--- src/rtl/swm_pkg.sv ---
// Shared types and constants for the sliding window maximum block.
package swm_pkg;

  localparam int WINDOW_DEFAULT       = 64;
  localparam int SAMPLE_WIDTH_DEFAULT = 16;
  localparam int POS_WIDTH            = 32;
  localparam int CFG_WIDTH            = 7;
  localparam logic [CFG_WIDTH-1:0] WINDOW_SIZE_RESET = 7'd3;

  typedef enum logic [1:0] {
    OP_HOLD,
    OP_CLEAR,
    OP_SHIFT,
    OP_INSERT
  } cell_op_t;

  typedef enum logic [1:0] {
    ST_IDLE,
    ST_EXPIRE,
    ST_INSERT
  } state_t;

  typedef struct packed {
    cell_op_t op;
    logic     full;
  } cell_ctrl_t;

endpackage

--- src/rtl/swm_cell.sv ---
// One deque entry: holds a candidate, evicts itself, shifts toward the head or appends.
module swm_cell #(
  parameter int SAMPLE_WIDTH = swm_pkg::SAMPLE_WIDTH_DEFAULT
) (
  input  logic                              clk,
  input  logic                              rst,
  input  swm_pkg::cell_ctrl_t               ctrl,
  input  logic signed [SAMPLE_WIDTH-1:0]    key,
  input  logic [swm_pkg::POS_WIDTH-1:0]     key_pos,
  input  logic                              left_keep,
  input  logic                              right_valid,
  input  logic signed [SAMPLE_WIDTH-1:0]    right_value,
  input  logic [swm_pkg::POS_WIDTH-1:0]     right_pos,
  output logic                              valid,
  output logic signed [SAMPLE_WIDTH-1:0]    value,
  output logic [swm_pkg::POS_WIDTH-1:0]     pos,
  output logic                              keep
);
  import swm_pkg::*;

  logic take_right;
  logic take_new;

  assign keep       = valid && (value > key);
  assign take_right = (ctrl.op == OP_SHIFT) || ((ctrl.op == OP_INSERT) && ctrl.full);
  assign take_new   = (ctrl.op == OP_INSERT) && !ctrl.full && !keep && left_keep;

  always_ff @(posedge clk) begin
    if (rst) begin
      valid <= 1'b0;
    end else begin
      case (ctrl.op)
        OP_CLEAR:  valid <= 1'b0;
        OP_SHIFT:  valid <= right_valid;
        OP_INSERT: valid <= ctrl.full ? right_valid : (keep || left_keep);
        default:   valid <= valid;
      endcase
    end
  end

  always_ff @(posedge clk) begin
    if (take_right) begin
      value <= right_value;
      pos   <= right_pos;
    end else if (take_new) begin
      value <= key;
      pos   <= key_pos;
    end
  end

endmodule

--- config.mk ---
export PLATFORM = sky130hd
export DESIGN_NAME = swm_cell
export DESIGN_NICKNAME = d
export VERILOG_FILES = /design/src/rtl/swm_pkg.sv /design/src/rtl/swm_cell.sv
export SDC_FILE = /design/constraint.sdc
export NUM_CORES = 1
export LEC_CHECK = 0
export ABC_AREA = 1
export BUFFER_PORTS_ARGS = -buffer_cell sky130_fd_sc_hd__buf_2
export CAP_MARGIN = 20
export CORE_MARGIN = 10
export CORE_UTILIZATION = 43
export DETAILED_ROUTE_END_ITERATION = 7
export HOLD_SLACK_MARGIN = 0.02
export PLACE_DENSITY = 0.8
export SETUP_SLACK_MARGIN = 0.15
export SYNTH_ARGS = -nofsm -noshare
export SYNTH_HDL_FRONTEND = slang
export SYNTH_SLANG_ARGS = --single-unit
--- constraint.sdc ---
create_clock -name clk -period 3.35 [get_ports clk]
set_input_delay 0.1675 -clock clk [delete_from_list [all_inputs] [get_ports clk]]
set_output_delay 0.1675 -clock clk [all_outputs]
set_load 0.005 [all_outputs]
==> summary.md <==
| Metric | Value |
|---|---|
| Peak VDD IR | `0.000271 V` |
| Post-detail-place hpwl | `5710 µm` |
| Crit path DAT | `2570 ps` |
| Yosys reg bits | `49` |
| Mapped Area | `2540 µm²` |
| Final Wtd Congestion | `0.823` |
| Finished Layout Cells | `438` |
| Remaining antenna violation count | `0` |
| Syn Area/Cell | `12.1 µm²` |
| Wirelength, routed | `6880 µm` |
| Root buffer cell | `clkbuf_8` |
| CTS tree | `built` |
| First DRT Iteration DRCs | `50` |
| Die width | `96.8 µm` |
| Vias in the first global route | `about 2,300` |
| Largest delay share family, worst path | `simple AND/OR/NAND/NOR gates` |
| CP Capture Point | `value[13]$_DFFE_PP_` |
| Initial Util | `0.452` |
| Final nets | `484` |
| Syn Nets | `328` |
| Area of the core | `5610 µm²` |
| Die area | `9370 µm²` |
| Crit path max fanout | `26` |
| Num Clock Sinks | `49` |
| Dpl cells | `about 430` |
| Crit. Startpoint | `value[15]$_DFFE_PP_` |
| H-tree depth | `2` |
| Synth async-reset ratio | `0` |
| WP depth | `11` |
| Post-synth top cells | `48 x edfxtp_1, 31 x mux2_2, 25 x inv_1` |
| Setup crit start kind | `flop` |
| Top cells by area, synth | `edfxtp_1 57%, mux2_2 14%, ha_1 7.9%` |
| Slew headroom | `0.613` |
| Diode count | `0` |
| I/O Buffers | `approximately 150` |
| Deepest clock path buffer count | `2` |
| Vias per inst | `~4.7` |
| Layout cells sized above 1 | `0.544` |
| Status | `complete, no violations` |
| Buf/Inv on CP | `1` |
| RSZ-0062 raised after global routing | `false` |
| Worst path required time | `about 3400 ps` |
| Reg2Reg Setup Slack | `780 ps` |
| Overall fraction of global-route tracks in use | `0.139` |
| Die H | `96.8 µm` |
| DRC violations left | `0` |
| Pin count of the biggest net entering global routing | `34` |
| Fmax | `390 MHz` |
| Ratio of final minimum period to clock period | `0.766` |
| Most frequent CP cell | `nand2_1` |
| Synth top area share | `0.568` |
| Worst-path cell chain | `ha_1 -> a21oi_1 -> o21ai_0 -> a21oi_1 -> nand2_1 -> nand2_1 -> nand2_1 -> nand2_2 -> nand3_1 -> nand2_2 -> buf_12` |
| Sequential-to-total area share from yosys stat | `0.576` |
| Worst setup path class | `reg -> reg` |
| Post-route minimum period | `2570 ps` |
| Worst r2r src | `value[15]$_DFFE_PP_` |
| Core utilization of the finished layout | `0.619` |
| Post-synth EDFFs | `48` |
| Post-synth top area cell | `edfxtp_1` |
| Setup bufs post-CTS | `0` |
| Worst path max stage delay | `440 ps` |
| Vias after detailed routing | `2,053` |
| First-pass GRT wire length | `between 10,000 and 15,000 µm` |
| Total CTS buffers | `5` |
| Clock Skews | `5.55 ps` |
| Leakage power total | `1.69 nW` |
| Final hold vios | `0` |
| Slowest-stage cell, CP | `nand2_2` |
| Pre-antenna DRT Iters | `4` |
| Worst-margin pin slew | `579 ps` |
| Worst-Skew Late Latency | `about 290 ps` |
| Worst flop-to-flop path endpoint | `value[13]$_DFFE_PP_` |
| FP Rows | `27` |
| Final TNS setup | `0 ps` |
| Count leader, synth | `edfxtp_1` |
| Area delta synth->final | `36.8%` |
| Layout fillers | `around 490` |
| Register area | `about 1500 µm²` |
| Clock slew at reported path FFs | `90 ps` |
| Final setup violation count | `0` |
| Antenna violations before repair | `0` |
| Gr ovfl total | `0` |
| # IOs | `around 150` |
| Hold Path Class | `in -> reg` |
| Slew Limit Fails | `0` |
| Yosys warns | `0` |
| Worst R2R Path Depth | `11` |
| Final WS setup | `roughly 800 ps` |
| PwrDens | `about 400 nW/µm²` |
| Mapped Cells | `209` |
| Routed wire per std cell | `15.7 µm` |
| Distinct cell type count after synthesis | `22` |
| CP Capture Type | `flop` |
| Synth Flop Type | `edfxtp_1` |
| Multi-input logic area | `940 µm²` |
| MaxCap Viol Count | `0` |
| Setup slack at placement | `between 700 and 800 ps` |
[registers in the layout, indices dropped and copies added (netlist names)]
name / flops
pos: 32
valid: 1
value: 16
[how the worst min path moves through the flow]
stage,depth (start not counted),to,slack [ps],startpoint
detailed placement,2,valid$_SDFFE_PP0P_,330,rst
global placement,2,valid$_SDFFE_PP0P_,330,rst
finish,4,valid$_SDFFE_PP0P_,150,ctrl[1]
floorplan,1,valid$_SDFFE_PP0P_,230,rst
CTS,4,valid$_SDFFE_PP0P_,150,ctrl[1]
global route,2,pos[16]$_DFFE_PP_,160,key_pos[16]
[layer usage]
layer / global-route usage / vias to the layer above / wire (µm)
met1: 0.146 / 904 / 2690
met2: 0.243 / 98 / 3460
met3: 0.0582 / 13 / 600
met4: 0.0451 / 0 / 126
met5: 0 / - / 0
li1: - / 1038 / -
[cell usage in the layout, fill, tap and decap left out]
master	n
buf_12	1
edfxtp_1	48
o21ai_0	1
clkbuf_1	1
clkinv_2	2
nand2_4	1
mux2_2	31
dlygate4sd3_1	1
buf_2	152
inv_1	25
nor2_1	20
a21o_1	1
clkbuf_8	5
nor2_2	1
nand2_1	22
a21oi_1	22
a21oi_2	1
ha_1	16
mux2_1	2
clkinv_1	1
o21a_1	1
nand2_2	3
dfxtp_1	1
buf_4	1
nand3_1	4
or2_4	1
nand4_1	1
[through the flow]
step | instance area (µm²) | hold WS (ps) | total power (W)
2_1_floorplan | 2540 | 230 | 0.000928
3_3_place_gp | 3380 | 332 | 0.00107
3_5_place_dp | 3380 | 333 | 0.00108
4_1_cts | 3470 | 146 | 0.00141
5_1_grt | 3470 | 158 | 0.00147
6_report | 3470 | 154 | 0.00139
[kinds of logic after synthesis]
family,after synthesis,share of synthesized area
simple gates,53,0.0893
flops,49,0.576
buf+inv,32,0.0543
compound gates,26,0.0548
fa+ha+maj,16,0.0789
mux,33,0.147
[worst reg2reg max path, delay by kind of cell (launching register included)]
| kind | cells | cell delay, ps |
|---|---|---|
| and+or+nand+nor | 6 | 790 |
| AOI/OAI and AO/OA | 3 | 430 |
| DFF | 1 | 410 |
| adders and majority gates | 1 | 370 |
| buffers and inverters | 1 | 270 |
[area by class of cell]
type                       count  share of cell area
clock buffer                   6              0.0209
multi-input combinational    128               0.271
tap                           72              0.0260
clock inverter                 2             0.00288
timing repair buffer         155               0.230
sequential                    49               0.421
inverter                      26              0.0281
[timing repair]
| action | 4_1_cts | 5_1_grt |
|---|---|---|
| gates resized for setup | 0 | 0 |
| hold endpoints to repair | 1 | 0 |
| hold buffers | 1 | 0 |
[where the power goes]
| group | internal (W) | leakage (nW) | total, W | switching [W] |
|---|---|---|---|---|
| registers | 0.000745 | 0.478 | 0.000763 | 0.0000185 |
| clock network | 0.000145 | 0.0450 | 0.000327 | 0.000182 |
| logic | 0.000152 | 1.17 | 0.000298 | 0.000146 |
| total | 0.00104 | 1.69 | 0.00139 | 0.000347 |
Note: power is estimated with default switching activity, not from simulation.
